[src/hdl/tlpg_pkg.sv]
package tlpg_pkg;

    localparam int CANVAS_WIDTH    = 1024;
    localparam int CANVAS_HEIGHT   = 768;
    localparam int BYTES_PER_PIXEL = 4;

    localparam int IN_W    = 12;
    localparam int COORD_W = 13;
    localparam int PIX_W   = 14;
    localparam int ERR_W   = 14;
    localparam int HALF_W  = 6;
    localparam int SIDE_W  = HALF_W + 1;
    localparam int PXO_W   = 10;
    localparam int ADDR_W  = 22;
    localparam int RGBA_W  = 32;
    localparam int CFG_IDX_W  = 3;
    localparam int CFG_DATA_W = 8;
    localparam int QUEUE_AW   = 1;

    localparam logic [HALF_W-1:0] MAX_HALF = HALF_W'(32);

    localparam logic CMD_START   = 1'b0;
    localparam logic CMD_ADVANCE = 1'b1;

    localparam logic [CFG_IDX_W-1:0] REG_BRUSH_HALF_SIZE = 3'd0;
    localparam logic [CFG_IDX_W-1:0] REG_COLOR_RED       = 3'd1;
    localparam logic [CFG_IDX_W-1:0] REG_COLOR_GREEN     = 3'd2;
    localparam logic [CFG_IDX_W-1:0] REG_COLOR_BLUE      = 3'd3;
    localparam logic [CFG_IDX_W-1:0] REG_COLOR_ALPHA     = 3'd4;

    typedef struct packed {
        logic                    cmd;
        logic signed [IN_W-1:0]  start_x;
        logic signed [IN_W-1:0]  start_y;
        logic signed [IN_W-1:0]  end_x;
        logic signed [IN_W-1:0]  end_y;
    } in_item_t;

    typedef struct packed {
        logic                    pixel_valid;
        logic [PXO_W-1:0]        pixel_x;
        logic [PXO_W-1:0]        pixel_y;
        logic [ADDR_W-1:0]       byte_address;
        logic [RGBA_W-1:0]       pixel_rgba;
        logic                    line_done;
        logic                    clipped;
    } out_item_t;

    // decoded item as it sits in the queue
    typedef struct packed {
        logic                    cmd;
        logic signed [IN_W-1:0]  cur_x;
        logic signed [IN_W-1:0]  cur_y;
        logic signed [IN_W-1:0]  tgt_x;
        logic signed [IN_W-1:0]  tgt_y;
        logic [IN_W-1:0]         span_x;
        logic [IN_W-1:0]         span_y;
        logic                    dir_x_neg;
        logic                    dir_y_neg;
        logic signed [ERR_W-1:0] err;
    } seg_item_t;

    typedef struct packed {
        logic [HALF_W-1:0]       half_size;
        logic [RGBA_W-1:0]       rgba;
    } cfg_t;

    function automatic logic off_canvas(input logic signed [PIX_W-1:0] x,
                                        input logic signed [PIX_W-1:0] y);
        logic signed [PIX_W-1:0] xmax;
        logic signed [PIX_W-1:0] ymax;
        xmax = PIX_W'(CANVAS_WIDTH - 1);
        ymax = PIX_W'(CANVAS_HEIGHT - 1);
        return (x < 0) || (x > xmax) || (y < 0) || (y > ymax);
    endfunction

endpackage

[src/hdl/tlpg_front.sv]
module tlpg_front
    import tlpg_pkg::*;
(
    input  logic      item_valid,
    output logic      item_ready,
    input  in_item_t  item,
    output logic      push,
    output seg_item_t seg,
    input  logic      queue_full
);

    logic signed [COORD_W-1:0] dx;
    logic signed [COORD_W-1:0] dy;
    logic [IN_W-1:0]           sx;
    logic [IN_W-1:0]           sy;

    assign item_ready = !queue_full;
    assign push       = item_valid && !queue_full;

    always_comb
    begin
        dx = COORD_W'(item.end_x) - COORD_W'(item.start_x);
        dy = COORD_W'(item.end_y) - COORD_W'(item.start_y);
        sx = (dx < 0) ? IN_W'(-dx) : IN_W'(dx);
        sy = (dy < 0) ? IN_W'(-dy) : IN_W'(dy);

        seg.cmd       = item.cmd;
        seg.cur_x     = item.start_x;
        seg.cur_y     = item.start_y;
        seg.tgt_x     = item.end_x;
        seg.tgt_y     = item.end_y;
        seg.span_x    = sx;
        seg.span_y    = sy;
        seg.dir_x_neg = !(item.start_x < item.end_x);
        seg.dir_y_neg = !(item.start_y < item.end_y);
        // halve toward zero on both signs
        if (sx > sy)
        begin
            seg.err = $signed(ERR_W'(sx >> 1));
        end
        else
        begin
            seg.err = -$signed(ERR_W'(sy >> 1));
        end
    end

endmodule

[src/hdl/tlpg_queue.sv]
module tlpg_queue
    import tlpg_pkg::*;
(
    input  logic      clk,
    input  logic      rst_n,
    input  logic      push,
    input  seg_item_t push_data,
    output logic      full,
    input  logic      pop,
    output logic      not_empty,
    output seg_item_t pop_data
);

    localparam int DEPTH = 1 << QUEUE_AW;

    seg_item_t           mem [DEPTH];
    logic [QUEUE_AW-1:0] wr_ptr_reg;
    logic [QUEUE_AW-1:0] rd_ptr_reg;
    logic [QUEUE_AW:0]   count_reg;
    logic [QUEUE_AW:0]   count_next;

    assign full      = (count_reg == (QUEUE_AW+1)'(DEPTH));
    assign not_empty = (count_reg != '0);
    assign pop_data  = mem[rd_ptr_reg];

    always_comb
    begin
        count_next = count_reg;
        if (push && !pop)
        begin
            count_next = count_reg + 1'b1;
        end
        else if (pop && !push)
        begin
            count_next = count_reg - 1'b1;
        end
    end

    always_ff @(posedge clk)
    begin
        if (push)
        begin
            mem[wr_ptr_reg] <= push_data;
        end
    end

    always_ff @(posedge clk or negedge rst_n)
    begin
        if (!rst_n)
        begin
            wr_ptr_reg <= '0;
            rd_ptr_reg <= '0;
            count_reg  <= '0;
        end
        else
        begin
            count_reg <= count_next;
            if (push)
            begin
                wr_ptr_reg <= wr_ptr_reg + 1'b1;
            end
            if (pop)
            begin
                rd_ptr_reg <= rd_ptr_reg + 1'b1;
            end
        end
    end

endmodule

[src/hdl/tlpg_back.sv]
module tlpg_back
    import tlpg_pkg::*;
(
    input  logic      clk,
    input  logic      rst_n,
    input  cfg_t      cfg,
    input  logic      queue_not_empty,
    input  seg_item_t seg,
    output logic      pop,
    output logic      result_valid,
    input  logic      result_ready,
    output out_item_t result
);

    logic                      busy_reg,  busy_next;
    logic signed [COORD_W-1:0] cur_x_reg, cur_x_next;
    logic signed [COORD_W-1:0] cur_y_reg, cur_y_next;
    logic signed [COORD_W-1:0] tgt_x_reg, tgt_x_next;
    logic signed [COORD_W-1:0] tgt_y_reg, tgt_y_next;
    logic [COORD_W-1:0]        span_x_reg, span_x_next;
    logic [COORD_W-1:0]        span_y_reg, span_y_next;
    logic                      dneg_x_reg, dneg_x_next;
    logic                      dneg_y_reg, dneg_y_next;
    logic signed [ERR_W-1:0]   err_reg, err_next;
    logic [HALF_W-1:0]         col_reg, col_next;
    logic [HALF_W-1:0]         row_reg, row_next;
    logic                      out_valid_reg, out_valid_next;
    out_item_t                 out_reg, out_next;

    logic [HALF_W-1:0]         half;
    logic [SIDE_W-1:0]         side;
    logic [SIDE_W-1:0]         row_inc;
    logic [SIDE_W-1:0]         col_inc;
    logic signed [PIX_W-1:0]   px;
    logic signed [PIX_W-1:0]   py;
    logic signed [ERR_W-1:0]   sx_s;
    logic signed [ERR_W-1:0]   sy_s;
    logic                      at_target;
    logic                      cur_off;
    logic                      step_x;
    logic                      step_y;
    logic signed [COORD_W-1:0] mv_x;
    logic signed [COORD_W-1:0] mv_y;
    logic signed [ERR_W-1:0]   mv_err;
    logic [31:0]               lin;

    assign pop          = queue_not_empty && (!out_valid_reg || result_ready);
    assign result_valid = out_valid_reg;
    assign result       = out_reg;

    // end test and one walk step, shared by both stamp-done paths
    always_comb
    begin
        half    = (cfg.half_size > MAX_HALF) ? MAX_HALF : cfg.half_size;
        side    = {half, 1'b0};
        row_inc = {1'b0, row_reg} + 1'b1;
        col_inc = {1'b0, col_reg} + 1'b1;
        px      = PIX_W'(cur_x_reg) + $signed(PIX_W'(col_reg));
        py      = PIX_W'(cur_y_reg) + $signed(PIX_W'(row_reg));
        sx_s    = $signed(ERR_W'(span_x_reg));
        sy_s    = $signed(ERR_W'(span_y_reg));

        at_target = (cur_x_reg == tgt_x_reg) && (cur_y_reg == tgt_y_reg);
        cur_off   = off_canvas(PIX_W'(cur_x_reg), PIX_W'(cur_y_reg));
        step_x    = err_reg > -sx_s;
        step_y    = err_reg < sy_s;
        mv_err    = err_reg;
        mv_x      = cur_x_reg;
        mv_y      = cur_y_reg;
        if (step_x)
        begin
            mv_err = mv_err - sy_s;
            mv_x   = dneg_x_reg ? cur_x_reg - 1'b1 : cur_x_reg + 1'b1;
        end
        if (step_y)
        begin
            mv_err = mv_err + sx_s;
            mv_y   = dneg_y_reg ? cur_y_reg - 1'b1 : cur_y_reg + 1'b1;
        end

        lin = 32'(px[PIX_W-2:0]) + 32'(py[PIX_W-2:0]) * 32'(CANVAS_WIDTH);
    end

    always_comb
    begin
        busy_next      = busy_reg;
        cur_x_next     = cur_x_reg;
        cur_y_next     = cur_y_reg;
        tgt_x_next     = tgt_x_reg;
        tgt_y_next     = tgt_y_reg;
        span_x_next    = span_x_reg;
        span_y_next    = span_y_reg;
        dneg_x_next    = dneg_x_reg;
        dneg_y_next    = dneg_y_reg;
        err_next       = err_reg;
        col_next       = col_reg;
        row_next       = row_reg;
        out_valid_next = out_valid_reg && !result_ready;
        out_next       = out_reg;

        if (pop)
        begin
            out_valid_next = 1'b1;
            out_next       = '0;
            if (seg.cmd == CMD_START)
            begin
                busy_next   = 1'b1;
                cur_x_next  = COORD_W'(seg.cur_x);
                cur_y_next  = COORD_W'(seg.cur_y);
                tgt_x_next  = COORD_W'(seg.tgt_x);
                tgt_y_next  = COORD_W'(seg.tgt_y);
                span_x_next = COORD_W'(seg.span_x);
                span_y_next = COORD_W'(seg.span_y);
                dneg_x_next = seg.dir_x_neg;
                dneg_y_next = seg.dir_y_neg;
                err_next    = seg.err;
                col_next    = '0;
                row_next    = '0;
            end
            else if (!busy_reg)
            begin
                out_next.line_done = 1'b1;
            end
            else if (side == '0)
            begin
                // empty brush: only the end test and the move
                if (at_target || cur_off)
                begin
                    busy_next          = 1'b0;
                    out_next.line_done = 1'b1;
                    out_next.clipped   = !at_target;
                end
                else
                begin
                    cur_x_next = mv_x;
                    cur_y_next = mv_y;
                    err_next   = mv_err;
                end
            end
            else if (off_canvas(px, py))
            begin
                busy_next          = 1'b0;
                col_next           = '0;
                row_next           = '0;
                out_next.line_done = 1'b1;
                out_next.clipped   = 1'b1;
            end
            else
            begin
                out_next.pixel_valid  = 1'b1;
                out_next.pixel_x      = PXO_W'(px);
                out_next.pixel_y      = PXO_W'(py);
                out_next.byte_address = ADDR_W'(lin * 32'(BYTES_PER_PIXEL));
                out_next.pixel_rgba   = cfg.rgba;
                row_next              = HALF_W'(row_inc);
                if (row_inc >= side)
                begin
                    row_next = '0;
                    col_next = HALF_W'(col_inc);
                    if (col_inc >= side)
                    begin
                        col_next = '0;
                        if (at_target || cur_off)
                        begin
                            busy_next          = 1'b0;
                            out_next.line_done = 1'b1;
                            out_next.clipped   = !at_target;
                        end
                        else
                        begin
                            cur_x_next = mv_x;
                            cur_y_next = mv_y;
                            err_next   = mv_err;
                        end
                    end
                end
            end
        end
    end

    always_ff @(posedge clk)
    begin
        out_reg <= out_next;
    end

    always_ff @(posedge clk or negedge rst_n)
    begin
        if (!rst_n)
        begin
            busy_reg      <= 1'b0;
            cur_x_reg     <= '0;
            cur_y_reg     <= '0;
            tgt_x_reg     <= '0;
            tgt_y_reg     <= '0;
            span_x_reg    <= '0;
            span_y_reg    <= '0;
            dneg_x_reg    <= 1'b0;
            dneg_y_reg    <= 1'b0;
            err_reg       <= '0;
            col_reg       <= '0;
            row_reg       <= '0;
            out_valid_reg <= 1'b0;
        end
        else
        begin
            busy_reg      <= busy_next;
            cur_x_reg     <= cur_x_next;
            cur_y_reg     <= cur_y_next;
            tgt_x_reg     <= tgt_x_next;
            tgt_y_reg     <= tgt_y_next;
            span_x_reg    <= span_x_next;
            span_y_reg    <= span_y_next;
            dneg_x_reg    <= dneg_x_next;
            dneg_y_reg    <= dneg_y_next;
            err_reg       <= err_next;
            col_reg       <= col_next;
            row_reg       <= row_next;
            out_valid_reg <= out_valid_next;
        end
    end

endmodule

[src/hdl/thick_line_pixel_generator_top.sv]
// Thick line pixel generator: walks a line between two endpoints and stamps
// a square brush at every point, at most one brush pixel per advance item.
// Input channel (item_valid/item_ready/item): cmd start loads the endpoints,
// cmd advance produces the next brush pixel or a step. Every item gives exactly one
// result on the output channel (result_valid/result_ready/result).
// Configuration: cfg_we writes cfg_data into the register at cfg_index
// (0 brush half size, 1..4 red, green, blue, alpha); change it only while
// no items are in flight.
// Path: an accepted item is written into the queue and popped by the back end
// when the result register is empty or being read; its result is then held
// in the result register until taken.
// Throughput: one item per clock while result_ready stays high; a two-entry
// queue sits between decode and execute in the back end.
// When the receiver stalls, the result register holds, the queue fills up
// to its two entries and item_ready drops until the result is taken.
// Reset: queue empty, no result pending, line idle, brush half size 1 and
// all color bytes 255.
module thick_line_pixel_generator_top
    import tlpg_pkg::*;
(
    input  logic                  clk,
    input  logic                  rst_n,
    input  logic                  item_valid,
    output logic                  item_ready,
    input  in_item_t              item,
    output logic                  result_valid,
    input  logic                  result_ready,
    output out_item_t             result,
    input  logic                  cfg_we,
    input  logic [CFG_IDX_W-1:0]  cfg_index,
    input  logic [CFG_DATA_W-1:0] cfg_data
);

    logic [HALF_W-1:0]     half_reg;
    logic [CFG_DATA_W-1:0] red_reg;
    logic [CFG_DATA_W-1:0] green_reg;
    logic [CFG_DATA_W-1:0] blue_reg;
    logic [CFG_DATA_W-1:0] alpha_reg;
    cfg_t                  cfg;

    logic      push;
    seg_item_t seg_in;
    seg_item_t seg_out;
    logic      queue_full;
    logic      queue_not_empty;
    logic      pop;

    assign cfg.half_size = half_reg;
    assign cfg.rgba      = {red_reg, green_reg, blue_reg, alpha_reg};

    always_ff @(posedge clk or negedge rst_n)
    begin
        if (!rst_n)
        begin
            half_reg  <= HALF_W'(1);
            red_reg   <= '1;
            green_reg <= '1;
            blue_reg  <= '1;
            alpha_reg <= '1;
        end
        else if (cfg_we)
        begin
            unique case (cfg_index)
                REG_BRUSH_HALF_SIZE: half_reg  <= HALF_W'(cfg_data);
                REG_COLOR_RED:       red_reg   <= cfg_data;
                REG_COLOR_GREEN:     green_reg <= cfg_data;
                REG_COLOR_BLUE:      blue_reg  <= cfg_data;
                REG_COLOR_ALPHA:     alpha_reg <= cfg_data;
                default:             ;
            endcase
        end
    end

    tlpg_front u_front (
        .item_valid (item_valid),
        .item_ready (item_ready),
        .item       (item),
        .push       (push),
        .seg        (seg_in),
        .queue_full (queue_full)
    );

    tlpg_queue u_queue (
        .clk       (clk),
        .rst_n     (rst_n),
        .push      (push),
        .push_data (seg_in),
        .full      (queue_full),
        .pop       (pop),
        .not_empty (queue_not_empty),
        .pop_data  (seg_out)
    );

    tlpg_back u_back (
        .clk             (clk),
        .rst_n           (rst_n),
        .cfg             (cfg),
        .queue_not_empty (queue_not_empty),
        .seg             (seg_out),
        .pop             (pop),
        .result_valid    (result_valid),
        .result_ready    (result_ready),
        .result          (result)
    );

endmodule

[config.mk]
export PLATFORM = sky130hd
export DESIGN_NAME = thick_line_pixel_generator_top
export DESIGN_NICKNAME = d
export VERILOG_FILES = /design/src/hdl/tlpg_pkg.sv /design/src/hdl/tlpg_front.sv /design/src/hdl/tlpg_queue.sv /design/src/hdl/tlpg_back.sv /design/src/hdl/thick_line_pixel_generator_top.sv
export SDC_FILE = /design/constraint.sdc
export NUM_CORES = 1
export LEC_CHECK = 0
export ABC_AREA = 1
export BUFFER_PORTS_ARGS = -buffer_cell sky130_fd_sc_hd__buf_2
export CAP_MARGIN = 20
export CORE_MARGIN = 2
export CORE_UTILIZATION = 42
export DETAILED_ROUTE_END_ITERATION = 7
export HOLD_SLACK_MARGIN = 0.1
export PLACE_DENSITY = 0.64
export SETUP_SLACK_MARGIN = 0.02
export SLEW_MARGIN = 0
export SYNTH_ARGS = -nofsm -noshare
export SYNTH_HDL_FRONTEND = slang
export SYNTH_SLANG_ARGS = --single-unit
[constraint.sdc]
create_clock -name clk -period 5.2 [get_ports clk]
set_input_delay 1.04 -clock clk [delete_from_list [all_inputs] [get_ports clk]]
set_output_delay 1.04 -clock clk [all_outputs]
set_load 0.03 [all_outputs]
==> results.tsv <==
metric	value	unit
status	completed	
final WL	60.4	mm
placed cell area	24000	µm²
flip-flop count of the largest register after layout	178	
Psw	7620	µW
Worst R2R Path Depth	28	
sequential share of power	31.7	%
fin nets	2916	
crit path time final	4.83	ns
Buffers on Ports	141	
Synth Area in Compound Gates	9.96	%
ys async rst share	37.5	%
power share of the clock group	18.1	%
FILL cells	5027	
Comb power frac	50.2	%
Synth Register Bits	389	
CTS Hold Bufs	0	
Final Max Tran Viols	0	
Worst EP required	5.67	ns
diode count	0	
Worst Tran Pin Value	0.931	ns
Peak VDD IR	0.357	mV
Vias/cell	5.21	
first-pass GRT wire length	95.4	mm
Synth Flop Type	edfxtp_1	
WP buf/inv	2	
ranking of synthesized cells by area	edfxtp_1 (32%), dfrtp_1 (13%), nand2_1 (11%)	
Rel. slew slack	37.8	%
detailed-route via count	17900	
pwr/cell area	655	nW/µm²
count leader, synth	nand2_1	
Hold WC Path Type	flop to flop	
post-synthesis cell type count	61	
Syn. warnings	0	
critical path type	flop to flop	
Post-Syn Instances	2566	
Leakage	0.0116	µW
Seq/Total Area, Yosys	48.7	%
Worst path depth	28	
Clock Root Buffer	clkbuf_16	
FMAX	0.207	GHz
H-tree levels	2	
largest area contributor in the netlist	edfxtp_1	
share of the synthesized area in the top cell type	32.3	%
Adder-Cell Fraction of Synth Area	8.23	%
Critical Path Source Type	flop	
hold_sp	blue_reg[6]	
Area Growth Syn to Fin	12.9	%
switching share of total power	45.7	%
drt first-iter violations	1295	
clk buf depth	3	
Initial DRT Pass Iterations	5	
Final Hold Fails	0	
largest family of logic cells by synthesized area	simple AND/OR/NAND/NOR gates	
post-route clock skew	0.0199	ns
largest net degree at the start of global routing	91	
Post-Syn Area per Cell	8.79	µm²
multi-input combinational cell area	10100	µm²
Util after Layout	48.2	%
Final setup viols	0	
die height	236	µm
Crit Reg-Reg Startpoint	u_back.span_x_reg[2]	
Critical path origin	u_back.span_x_reg[2]	
maximum fanout along the worst path	6	
DRC	0	
layout cells sized above 1	14.2	%
final instance area	25500	µm²
Final HPWL DP	44.9	mm
GRT Total Usage	21.8	%
die area	55600	µm²
max incr delay on CP	0.44	ns
core area	52900	µm²
worst hold stages	2	
Synth Area in XOR/XNOR	3.88	%
mapped cell area	22600	µm²
Post-synth EDFFs	243	
max_cap viols	0	
Clock Latency Late Sink	0.59	ns
internal power	9060	µW
GPL Wtd Cong	0.931	
CP delay by family, top	simple AND/OR/NAND/NOR gates	
register area	11000	µm²
Setup WS post-layout	0.372	ns
row cnt	84	
CP arrival	5.30	ns
antenna-violating nets left	0	
# IOs	144	
TNS Setup	0	ns
RSZ-0062 raised after global routing	no	
nature of the critical path endpoint	flop	
period utilisation layout	92.8	%
Initial Util	42.7	%
total grt overflow	0	
initial antenna violation count	0	
number of global-route vias before repair	17400	
Post-Place Worst Slack	-0.138	ns
critical path's slowest cell	dfrtp_1	
mux cell area share after synthesis	0	%
CTS tree	done	
Worst path most repeated cell	nand2_1	
Synth Area in Simple Gates	22.2	%
Num CTS Buffers	43	
die width	236	µm
Post-synth top cells	nand2_1 (674), inv_1 (294), edfxtp_1 (243)	
WL per Instance	17.6	µm
clock-pin slew on the worst setup and hold paths	0.06	ns
CTS Sinks	389	
[placed cells by master, fill, tap and decap left out, drive strengths merged, types with 5 or more instances in the layout]
| cell | count |
|---|---|
| nand2 | 699 |
| inv | 316 |
| edfxtp | 243 |
| nor2 | 224 |
| buf | 171 |
| o21ai | 166 |
| nand3 | 143 |
| ha | 134 |
| dfrtp | 113 |
| a21oi | 100 |
| xor2 | 71 |
| a31oi | 70 |
| clkbuf | 53 |
| dfstp | 33 |
| nand4 | 29 |
| xnor2 | 28 |
| nor3 | 28 |
| clkinv | 16 |
| nand3b | 12 |
| or2 | 10 |
| fa | 9 |
| o2111ai | 8 |
| o211ai | 7 |
| a21o | 7 |
| o22ai | 6 |
| clkinvlp | 6 |
| o21bai | 5 |
| nor3b | 5 |
| o21a | 5 |
| nor4 | 5 |
[layer usage]
layer  vias to the layer above  share of wire, %  track usage [%]
met3                        84               4.4             3.30
met5                         -                 0                0
li1                       8852                 -                -
met4                         0               2.1             5.54
met2                       449                47             37.0
met1                      8490                46             29.1
[final cells by class]
cell class	count	area share, %
multi-input cells	1788	39.6
well taps	688	3.38
repair buffers	171	3.78
clock buffers	53	4.45
inverters	315	4.66
flip-flops and latches	389	43.2
clock inverters	26	0.997
[power groups by stage]
stage / registers [µW] / logic [µW] / clock network (µW)
floorplan: 5330 / 5890 / 0
global placement: 5300 / 8210 / 0
detailed placement: 5320 / 8290 / 0
CTS: 5270 / 8330 / 3090
global route: 5380 / 9400 / 3210
finish: 5280 / 8380 / 3020
[kinds of logic after synthesis]
kind of cell | after synthesis
AND/OR/NAND/NOR | 1157
adder cells (fa/ha/maj) | 143
flip-flops | 389
buffers and inverters | 391
other | 1
AO/OA/AOI/OAI | 386
XOR/XNOR | 99
[tightest hold or removal path, cell delays in order (launching register included)]
cell and delay (ns):
dfstp_2 0.36, nand2_1 0.05, o21ai_0 0.07
[stage by stage]
stage | instances | hold WS (ns) | power, µW
after global placement | 3346 | 0.480 | 13500
final | 3430 | 0.493 | 16700
after floorplan | 2567 | 0.467 | 11200
after detailed placement | 3346 | 0.485 | 13600
after CTS | 3425 | 0.494 | 16700
after global routing | 3430 | 0.516 | 18000
[final timing paths]
check	slack, ns	endpoint
worst max-delay path	0.37	u_back.err_reg[10]
worst min-delay path	0.49	blue_reg[6]
worst max register to register	0.37	u_back.err_reg[10]
worst min register to register	0.49	blue_reg[6]
max in group asynchronous	3.63	u_back.span_x_reg[0]
min in group asynchronous	0.56	half_reg[1]
[timing repair]
item,in CTS,in global routing
resized for setup,2,13
cloned,0,1
setup buffers,0,4
pin swaps,0,5
endpoints found under the setup margin,6,10
Note: power is estimated with default switching activity, not from simulation.
